===== config.mk =====
export PLATFORM = sky130hd
export DESIGN_NAME = wso_mul
export DESIGN_NICKNAME = d
export VERILOG_FILES = /design/src/hdl/wso_pkg.sv /design/src/hdl/wso_mul.sv
export SDC_FILE = /design/constraint.sdc
export NUM_CORES = 2
export LEC_CHECK = 0
export ABC_AREA = 1
export BUFFER_PORTS_ARGS = -buffer_cell sky130_fd_sc_hd__clkbuf_2
export CORE_MARGIN = 2
export CORE_UTILIZATION = 45
export CTS_CLUSTER_SIZE = 24
export DETAILED_ROUTE_END_ITERATION = 8
export PLACE_DENSITY = 0.71
export SYNTH_ARGS = -nofsm -noshare
export SYNTH_HDL_FRONTEND = slang
export SYNTH_SLANG_ARGS = --single-unit

===== constraint.sdc =====
create_clock -name clk_i -period 16 [get_ports clk_i]
set_input_delay 0 -clock clk_i [delete_from_list [all_inputs] [get_ports clk_i]]
set_output_delay 0 -clock clk_i [all_outputs]
set_load 0.03 [all_outputs]

===== src/hdl/wso_pkg.sv =====
package wso_pkg;

  // Wavetable storage and CORDIC sizing
  localparam int unsigned TableDepth  = 8192;
  localparam int unsigned TabAw       = $clog2(TableDepth);
  localparam int unsigned CordicSteps = 16;
  localparam int unsigned CntW        = $clog2(CordicSteps);

  // Sine datapath constants
  localparam logic [31:0]        OneRadTurns   = 32'd683565276;
  localparam logic signed [33:0] CordicGainQ30 = 34'sd652032874;
  localparam logic signed [33:0] QOne          = 34'sd1073741824;

  // Configuration register indexes
  localparam int unsigned CfgIdxW = 3;
  localparam logic [CfgIdxW-1:0] CfgMode  = 3'd0;
  localparam logic [CfgIdxW-1:0] CfgInc   = 3'd1;
  localparam logic [CfgIdxW-1:0] CfgPer   = 3'd2;
  localparam logic [CfgIdxW-1:0] CfgTurn  = 3'd3;
  localparam logic [CfgIdxW-1:0] CfgRef   = 3'd4;
  localparam logic [CfgIdxW-1:0] CfgGain  = 3'd5;

  // Register reset values
  localparam logic [1:0]  RstMode = 2'd0;
  localparam logic [28:0] RstInc  = 29'd65536;
  localparam logic [12:0] RstPer  = 13'd5872;
  localparam logic [31:0] RstTurn = 32'd731432;
  localparam logic [15:0] RstRef  = 16'd4095;
  localparam logic [15:0] RstGain = 16'd16384;

  // Waveform modes
  localparam logic [1:0] ModeTable  = 2'd0;
  localparam logic [1:0] ModeSine   = 2'd1;
  localparam logic [1:0] ModeSquare = 2'd2;

  // Commands
  localparam logic CmdLoad = 1'b0;
  localparam logic CmdTick = 1'b1;

  typedef enum logic [2:0] {
    ST_IDLE,
    ST_TABLE_RD,
    ST_SIN_MUL,
    ST_SIN_LVL,
    ST_SIN_CORD,
    ST_SIN_SCALE,
    ST_FINISH
  } state_e;

  // arctan(2^-i) in Q0.32 turns
  function automatic logic [31:0] atan_turns(input logic [4:0] i);
    logic [31:0] r;
    case (i)
      5'd0:    r = 32'd536870912;
      5'd1:    r = 32'd316933406;
      5'd2:    r = 32'd167458907;
      5'd3:    r = 32'd85004756;
      5'd4:    r = 32'd42667331;
      5'd5:    r = 32'd21354465;
      5'd6:    r = 32'd10679838;
      5'd7:    r = 32'd5340245;
      5'd8:    r = 32'd2670163;
      5'd9:    r = 32'd1335087;
      5'd10:   r = 32'd667544;
      5'd11:   r = 32'd333772;
      5'd12:   r = 32'd166886;
      5'd13:   r = 32'd83443;
      5'd14:   r = 32'd41722;
      5'd15:   r = 32'd20861;
      5'd16:   r = 32'd10430;
      5'd17:   r = 32'd5215;
      5'd18:   r = 32'd2608;
      5'd19:   r = 32'd1304;
      5'd20:   r = 32'd652;
      5'd21:   r = 32'd326;
      5'd22:   r = 32'd163;
      5'd23:   r = 32'd81;
      default: r = 32'd0;
    endcase
    return r;
  endfunction

endpackage


===== src/hdl/wso_mul.sv =====
module wso_mul import wso_pkg::*; (
  input  logic        clk_i,
  input  logic [31:0] a_i,
  input  logic [31:0] b_i,
  output logic [63:0] p_o
);

  logic [63:0] p_q;

  always_ff @(posedge clk_i) begin
    p_q <= 64'(a_i) * 64'(b_i);
  end

  assign p_o = p_q;

endmodule


==> flow_summary.toml <==
[run_status]
outcome = "finished, final reports clean"

[place]
gp_congestion = 0.960
placed_cell_area_um2 = 38800
dp_hpwl_um = 82800
numPortBuffers = 128
placed_cells_incl_taps = 6042

[layout]
final_core_util_pct = 47.6
final_cell_mix = "inv_1 (1723), nand2_1 (1566), fa_1 (896)"
stdcell_count = 6060
area_delta_synth_final_pct = 4.58
layout.nets = 6207
mostFrequentLayoutCell = "inv_1"
layout-drive-gt1-share_pct = 4.43
largest_reg_flops = 64
stdcell_area_um2 = 39100

[global_route]
grt_pass1_vias = 31500
antenna_found_initial = 2
grt_max_degree = 33
grt_overflow = 0
grt_pass1_wl_um = 164000
grt_use_total_pct = 24.2

[floorplan]
core_um2 = 82200
die_width_um = 292
io_pins = 129
die_h_um = 292
initial_core_util_pct = 45.5
die-area_um2 = 85400
rows = 105

[logic_synthesis]
ys_types = 23
syn_avg_cell_area_um2 = 7.45
seq_area_frac_synth_pct = 3.43
syn_inst = 5023
syn_area_um2 = 37400
syn_nets = 6247
ys_warn_count = 0
ys_ff_latch = 64

[worst_hold_path]
hold_class = "in -> reg"

[setup_path]
cp.required_ps = 16220
cp_max_fo = 32
crit_path_start_kind = "input port"
arrival_ps = 6880
critPathCaptureType = "flip-flop"
worstSetupPathType = "in -> reg"

[clock_network]
hold_buffers = 0
tritoncts = "done"
path_clk_slew_ps = 70
htree_levels = 3
cts_setup_buffers = 0
cts_root_buf = "clkbuf_16"
cts_resized = 0
cts.sinks = 64
numCtsBuffers = 9
cts.path.max_buffers = 2

[routing]
routed-via-count = 29300
wl_per_cell_um = 16.2
ant_nets = 0
drc = 0
first_pass_iters = 5
vias_per_cell = 4.83
drt_iter0_markers = 1830
wl_um = 98400

[sta]
period_share_pct = 41.6
period_needed_ps = 6660
final_max_slew_viol_count = 0
setup_violations = 0
tightest_slew_ps = 1020
fmax_mhz = 150
finalHoldViolations = 0
relSlewSlack_pct = 31.7
tns_ps = 0
rsz0062_at_grt = "false"

[flow_run]
maxCapViolations = 0
==> area by class of cell <==
type,instances,area (um2)
sequential,64,1280
tap,1070,1340
clock inverter,7,126
inverter,1735,6510
antenna,2,5.00
multi-input combinational,3032,28900
clock buffer,9,225
fill,8163,43100
timing repair buffer,141,738
==> stage by stage <==
step	worst slack, ps	hold WS, ps
detailed placement	9090	443
global placement	9090	444
global route	9080	241
floorplan	10190	97.6
CTS	9430	208
finish	9340	219
==> final timing paths <==
kind	depth (start not counted)	end	startpoint	slack, ps
min	4	p_o[0]$_DFF_P_	a_i[0]	220
max	21	p_o[30]$_DFF_P_	a_i[19]	9340
==> logic make-up after synthesis <==
logic type      count (synthesis)  share of synthesized area, %
simple gates                 1781                          18.8
compound gates                 57                         0.853
fa+ha+maj                    1159                          56.8
xor+xnor                       35                         0.820
flops                          64                          3.43
buf+inv                      1927                          19.3
==> worst max-delay path, cell delays in order <==
cell,delay (ps)
clkbuf_2,700
nand2_1,110
inv_1,120
fa_1,460
fa_1,560
inv_1,60
fa_1,490
fa_1,530
inv_1,60
fa_1,590
fa_1,440
fa_1,510
fa_1,430
ha_1,460
nand2_1,150
nor2_1,180
inv_1,130
nor2_1,230
a21oi_1,130
nand2_2,170
xor2_1,330
==> synthesized netlist by cell type <==
master    count  area, um2
nor3_4        1       16.3
xnor2_1       2       17.5
nand2_2      15       93.8
nor3_1       11       55.1
nor2_2       14       87.6
nand2_1    1566       5880
o21bai_2      1       11.3
o21bai_1     11       82.6
nor2_4        6       67.6
nand3_1      56        280
o21ai_0       2       10.0
a21oi_1      43        215
nand4_1      16        100
xor2_1       33        289
dfxtp_1      64       1280
ha_1        263       3290
nor3_2        6       60.1
fa_1        896      17900
inv_2        12       45.0
nand3_2       9       90.1
clkbuf_1    192        721
inv_1      1723       6470
nor2_1       81        304
==> metal layers <==
layer,vias up,part of all wire (%),wire [um],track usage [%]
met1,14500,41,40000,31.9
li1,13500,-,-,-
met3,191,6.7,6560,2.75
met4,0,3.3,3250,7.52
met2,1065,49,48600,41.8
met5,-,0,0,0
Power is not shown: default switching activity piles up to over one toggle a cycle in this logic, so the estimate is an artifact.
