[config.mk]
export PLATFORM = sky130hd
export DESIGN_NAME = wso_cordic
export DESIGN_NICKNAME = d
export VERILOG_FILES = /design/src/hdl/wso_pkg.sv /design/src/hdl/wso_cordic.sv
export SDC_FILE = /design/constraint.sdc
export NUM_CORES = 1
export LEC_CHECK = 0
export CAP_MARGIN = 25
export CORE_ASPECT_RATIO = 2
export CORE_MARGIN = 5
export CORE_UTILIZATION = 40
export CTS_BUF_LIST = sky130_fd_sc_hd__clkbuf_2 sky130_fd_sc_hd__clkbuf_4 sky130_fd_sc_hd__clkbuf_8
export DETAILED_ROUTE_END_ITERATION = 8
export DONT_BUFFER_PORTS = 1
export PLACE_DENSITY_LB_ADDON = 0.08
export SLEW_MARGIN = 20
export SYNTH_ARGS = -nofsm -noshare
export SYNTH_HDL_FRONTEND = slang
export SYNTH_SLANG_ARGS = --single-unit
[constraint.sdc]
create_clock -name clk_i -period 9.6 [get_ports clk_i]
set_input_delay 0.96 -clock clk_i [delete_from_list [all_inputs] [get_ports clk_i]]
set_output_delay 0.96 -clock clk_i [all_outputs]
set_load 0.1 [all_outputs]
[src/hdl/wso_pkg.sv]
package wso_pkg;

  // Wavetable storage and CORDIC sizing
  localparam int unsigned TableDepth  = 8192;
  localparam int unsigned TabAw       = $clog2(TableDepth);
  localparam int unsigned CordicSteps = 16;
  localparam int unsigned CntW        = $clog2(CordicSteps);

  // Sine datapath constants
  localparam logic [31:0]        OneRadTurns   = 32'd683565276;
  localparam logic signed [33:0] CordicGainQ30 = 34'sd652032874;
  localparam logic signed [33:0] QOne          = 34'sd1073741824;

  // Configuration register indexes
  localparam int unsigned CfgIdxW = 3;
  localparam logic [CfgIdxW-1:0] CfgMode  = 3'd0;
  localparam logic [CfgIdxW-1:0] CfgInc   = 3'd1;
  localparam logic [CfgIdxW-1:0] CfgPer   = 3'd2;
  localparam logic [CfgIdxW-1:0] CfgTurn  = 3'd3;
  localparam logic [CfgIdxW-1:0] CfgRef   = 3'd4;
  localparam logic [CfgIdxW-1:0] CfgGain  = 3'd5;

  // Register reset values
  localparam logic [1:0]  RstMode = 2'd0;
  localparam logic [28:0] RstInc  = 29'd65536;
  localparam logic [12:0] RstPer  = 13'd5872;
  localparam logic [31:0] RstTurn = 32'd731432;
  localparam logic [15:0] RstRef  = 16'd4095;
  localparam logic [15:0] RstGain = 16'd16384;

  // Waveform modes
  localparam logic [1:0] ModeTable  = 2'd0;
  localparam logic [1:0] ModeSine   = 2'd1;
  localparam logic [1:0] ModeSquare = 2'd2;

  // Commands
  localparam logic CmdLoad = 1'b0;
  localparam logic CmdTick = 1'b1;

  typedef enum logic [2:0] {
    ST_IDLE,
    ST_TABLE_RD,
    ST_SIN_MUL,
    ST_SIN_LVL,
    ST_SIN_CORD,
    ST_SIN_SCALE,
    ST_FINISH
  } state_e;

  // arctan(2^-i) in Q0.32 turns
  function automatic logic [31:0] atan_turns(input logic [4:0] i);
    logic [31:0] r;
    case (i)
      5'd0:    r = 32'd536870912;
      5'd1:    r = 32'd316933406;
      5'd2:    r = 32'd167458907;
      5'd3:    r = 32'd85004756;
      5'd4:    r = 32'd42667331;
      5'd5:    r = 32'd21354465;
      5'd6:    r = 32'd10679838;
      5'd7:    r = 32'd5340245;
      5'd8:    r = 32'd2670163;
      5'd9:    r = 32'd1335087;
      5'd10:   r = 32'd667544;
      5'd11:   r = 32'd333772;
      5'd12:   r = 32'd166886;
      5'd13:   r = 32'd83443;
      5'd14:   r = 32'd41722;
      5'd15:   r = 32'd20861;
      5'd16:   r = 32'd10430;
      5'd17:   r = 32'd5215;
      5'd18:   r = 32'd2608;
      5'd19:   r = 32'd1304;
      5'd20:   r = 32'd652;
      5'd21:   r = 32'd326;
      5'd22:   r = 32'd163;
      5'd23:   r = 32'd81;
      default: r = 32'd0;
    endcase
    return r;
  endfunction

endpackage

[src/hdl/wso_cordic.sv]
module wso_cordic import wso_pkg::*; (
  input  logic        clk_i,
  input  logic        rst_ni,
  input  logic        start_i,
  input  logic [31:0] angle_i,
  output logic        done_o,
  output logic [31:0] level_o
);

  logic                   busy_q, busy_d;
  logic                   fin_q, fin_d;
  logic                   done_q, done_d;
  logic [CntW-1:0]        cnt_q, cnt_d;
  logic signed [33:0]     x_q, x_d, y_q, y_d, z_q, z_d;
  logic [31:0]            level_q, level_d;
  logic [31:0]            folded;
  logic [1:0]             quad;
  logic signed [33:0]     xs, ys, at, y_c, u;

  assign quad   = angle_i[31:30];
  assign folded = (quad == 2'd1 || quad == 2'd2) ? 32'h8000_0000 - angle_i : angle_i;

  assign xs = x_q >>> cnt_q;
  assign ys = y_q >>> cnt_q;
  assign at = $signed({2'b00, atan_turns(5'(cnt_q))});

  always_comb begin
    if (y_q > QOne) begin
      y_c = QOne;
    end else if (y_q < -QOne) begin
      y_c = -QOne;
    end else begin
      y_c = y_q;
    end
    u = y_c + QOne;
  end

  always_comb begin
    busy_d  = busy_q;
    fin_d   = 1'b0;
    done_d  = 1'b0;
    cnt_d   = cnt_q;
    x_d     = x_q;
    y_d     = y_q;
    z_d     = z_q;
    level_d = level_q;
    if (start_i) begin
      busy_d = 1'b1;
      cnt_d  = '0;
      x_d    = CordicGainQ30;
      y_d    = '0;
      z_d    = $signed({{2{folded[31]}}, folded});
    end else if (busy_q) begin
      // rotate toward zero residual angle
      if (!z_q[33]) begin
        x_d = x_q - ys;
        y_d = y_q + xs;
        z_d = z_q - at;
      end else begin
        x_d = x_q + ys;
        y_d = y_q - xs;
        z_d = z_q + at;
      end
      if (cnt_q == CntW'(CordicSteps - 1)) begin
        busy_d = 1'b0;
        fin_d  = 1'b1;
      end else begin
        cnt_d = cnt_q + 1'b1;
      end
    end else if (fin_q) begin
      level_d = u[31:0];
      done_d  = 1'b1;
    end
  end

  always_ff @(posedge clk_i or negedge rst_ni) begin
    if (!rst_ni) begin
      busy_q <= 1'b0;
      fin_q  <= 1'b0;
      done_q <= 1'b0;
      cnt_q  <= '0;
    end else begin
      busy_q <= busy_d;
      fin_q  <= fin_d;
      done_q <= done_d;
      cnt_q  <= cnt_d;
    end
  end

  always_ff @(posedge clk_i) begin
    x_q     <= x_d;
    y_q     <= y_d;
    z_q     <= z_d;
    level_q <= level_d;
  end

  assign done_o  = done_q;
  assign level_o = level_q;

endmodule

==> reports/summary.txt <==
Layout area overhead = 5.12%
via count = 15.8k
DR DRC count = 0
number of flops mapped to enable cells by yosys = 66
drt wl/cell = 23.1 um
Clk pin slew, worst setup/hold paths = 0.09 ns
vias in the first global route = 16.3k
top_reg_cell synth = dfxtp_1
CTS tree = done
worst reg-to-reg path cell count = 21
worst hold path type = primary input to async pin
Crit Path Category = flop to flop
sequential area share after synthesis = 20.5%
first drt pass iteration count = 5
post-synthesis cell type count = 86
largest net degree at the start of global routing = 134
Placeable Area = 0.0426 mm^2
final setup TNS = 0 ns
Vias/cell = 6.12
# setup viols final = 0
Crit path buffers/inverters = 2
Slew Viols, Final = 0
slew margin rel. = 28.6%
CP arrival = 7.80 ns
Root Buffer = clkbuf_8
RSZ-0062 raised after global routing = false
number of placement rows = 107
Hold Vio Cnt, Final = 0
Slowest cell on crit path = dfrtp_4
YS warnings = 0
critical path fanouts, max = 60
ys async rst share = 4.96%
CTS resizes = 0
die area = 0.0473 mm^2
Clock Skews = 0.0238 ns
aggregate global-route resource usage = 24.9%
#FFs+latches synth = 141
GRT Max-Usage Layer = met2
routing usage on met1 = 22.6%
max_cap viols = 0
die width = 156 um
Mapped Area = 0.0171 mm^2
Mapped Avg Cell Area = 8.16 um^2
hold buffers post-CTS = 0
WHS = 0.128 ns
Post-CTS Setup Bufs = 0
drt first-iter violations = 868
Max Fclk = 0.135 GHz
crit path cell chain = buf_4 > buf_4 > mux4_1 > mux2_4 > or3_4 > a2111oi_4 > and2_4 > nor2b_1 > a41oi_1 > xor2_1 > ha_1 > a21o_1 > a21oi_1 > o21ai_0 > or3_1 > nor3_1 > nor3_1 > o21ai_0 > a21oi_1 > or3_1 > a32o_1
status = finished, final reports clean
period utilisation layout = 77.2%
global route overflow = 0
Final Instance Area = 0.0180 mm^2
Syn Nets = 2250
Clock Path Buffers = 2
Final ANT Viol Nets = 0
Clock Latency Late Sink = 0.52 ns
Worst R2R Setup Slack = 2.19 ns
total wire length = 59700 um
placed instance area = 0.0175 mm^2
worst r2r src = cnt_q[1]
CP Data Required Time = 9.99 ns
CTS Sinks = 141
Worst Setup End Kind = flop
Port-buffer cells = 0
Tightest Pin Transition = 1.07 ns
M3 GR Usage = 3.05%
r2r endpoint = y_q[26]
CP top delay family = simple AND/OR/NAND/NOR gates
initial antenna violation count = 1
Initial Utilization = 40.2%
met2 Usage GRT = 50.3%
Mapped Cells = 2099
layout cells sized above 1 = 8.75%
Nets = 2173
Ports = 68
GP Congestion = 0.997
Inserted Clock Buffers = 17
H-tree depth = 4
crit path time final = 7.41 ns
most frequent cells in the layout = nor2_1, a21oi_1, nand2_1, o21ai_0, ha_1
first-pass GRT wire length = 90700 um
Critical Path Source Type = flop
post-DP HPWL = 45900 um
commonest non-fill, non-tap cell in the layout = nor2_1
Die H = 303 um
CP peak stage delay = 0.97 ns
==> how the worst max path moves through the flow <==
stage	from	endpoint	slack, ns	depth (start not counted)
2_1_floorplan	cnt_q[0]	z_q[33]	2.95	30
3_3_place_gp	cnt_q[1]	z_q[33]	2.37	25
3_5_place_dp	cnt_q[1]	z_q[33]	2.27	25
4_1_cts	cnt_q[1]	z_q[33]	2.22	25
5_1_grt	cnt_q[1]	z_q[33]	1.77	25
6_report	cnt_q[1]	y_q[26]	2.19	21
==> metrics by stage <==
step | util (%) | worst slack [ns] | std cells
after floorplan | - | 2.95 | 2099
after global placement | 41.1 | 2.37 | 2547
after detailed placement | 41.1 | 2.27 | 2547
after CTS | 42.3 | 2.22 | 2579
after global routing | 42.3 | 1.77 | 2581
final | 42.3 | 2.19 | 2581
==> per-layer routing <==
metal / wire length (um) / vias to the layer above
li1: - / 7617
met1: 20000 / 7572
met2: 34000 / 414
met3: 1730 / 183
met4: 4010 / 0
met5: 0 / -
==> final cells by class <==
| cell class | count | area [um^2] |
|---|---|---|
| Inverter | 48 | 180 |
| Multi-Input combinational cell | 1790 | 12900 |
| Timing Repair Buffer | 24 | 184 |
| Clock buffer | 22 | 284 |
| Fill cell | 4413 | 24600 |
| Sequential cell | 141 | 3530 |
| Tap cell | 545 | 682 |
| Antenna cell | 1 | 2.50 |
| Clock inverter | 10 | 209 |
==> registers in the layout (all words and copies together), names as in the netlist <==
name	count
z_q	34
x_q	34
y_q	34
fin_q	1
done_o	1
level_o	32
busy_q	1
cnt_q	4
==> cells in the mapped netlist, types with 15 or more instances <==
master	number	share of area (%)
nor2_1	210	4.6
a21oi_1	199	5.8
nand2_1	180	3.9
o21ai_0	129	3.8
ha_1	113	8.3
xnor2_1	112	5.7
xor2_1	88	4.5
mux2i_1	80	4.7
clkbuf_1	72	1.6
dfxtp_1	68	7.9
edfxtp_1	66	12
a21o_1	61	2.7
nor2b_1	54	2.0
inv_1	46	1.0
mux4_2	44	5.8
mux2_2	38	2.5
nor3_1	38	1.1
a31oi_1	36	1.3
and3_1	32	1.2
nand3_1	32	0.93
nand2b_1	25	0.91
o21bai_1	24	1.1
and2_1	22	0.80
buf_1	22	0.48
a211oi_1	21	0.92
buf_2	18	0.53
o21a_1	18	0.79
nor4_1	16	0.58
nand4_1	15	0.55
==> logic make-up after synthesis <==
| family | synth area share [%] |
|---|---|
| AOI/OAI and AO/OA | 23.2 |
| and+or+nand+nor | 18.9 |
| muxes | 14.4 |
| buffers and inverters | 4.08 |
| xor gates and xnor gates | 10.2 |
| adders and majority gates | 8.66 |
| DFF | 20.5 |
Power is not shown: default switching activity piles up to over one toggle a cycle in this logic, so the estimate is an artifact.
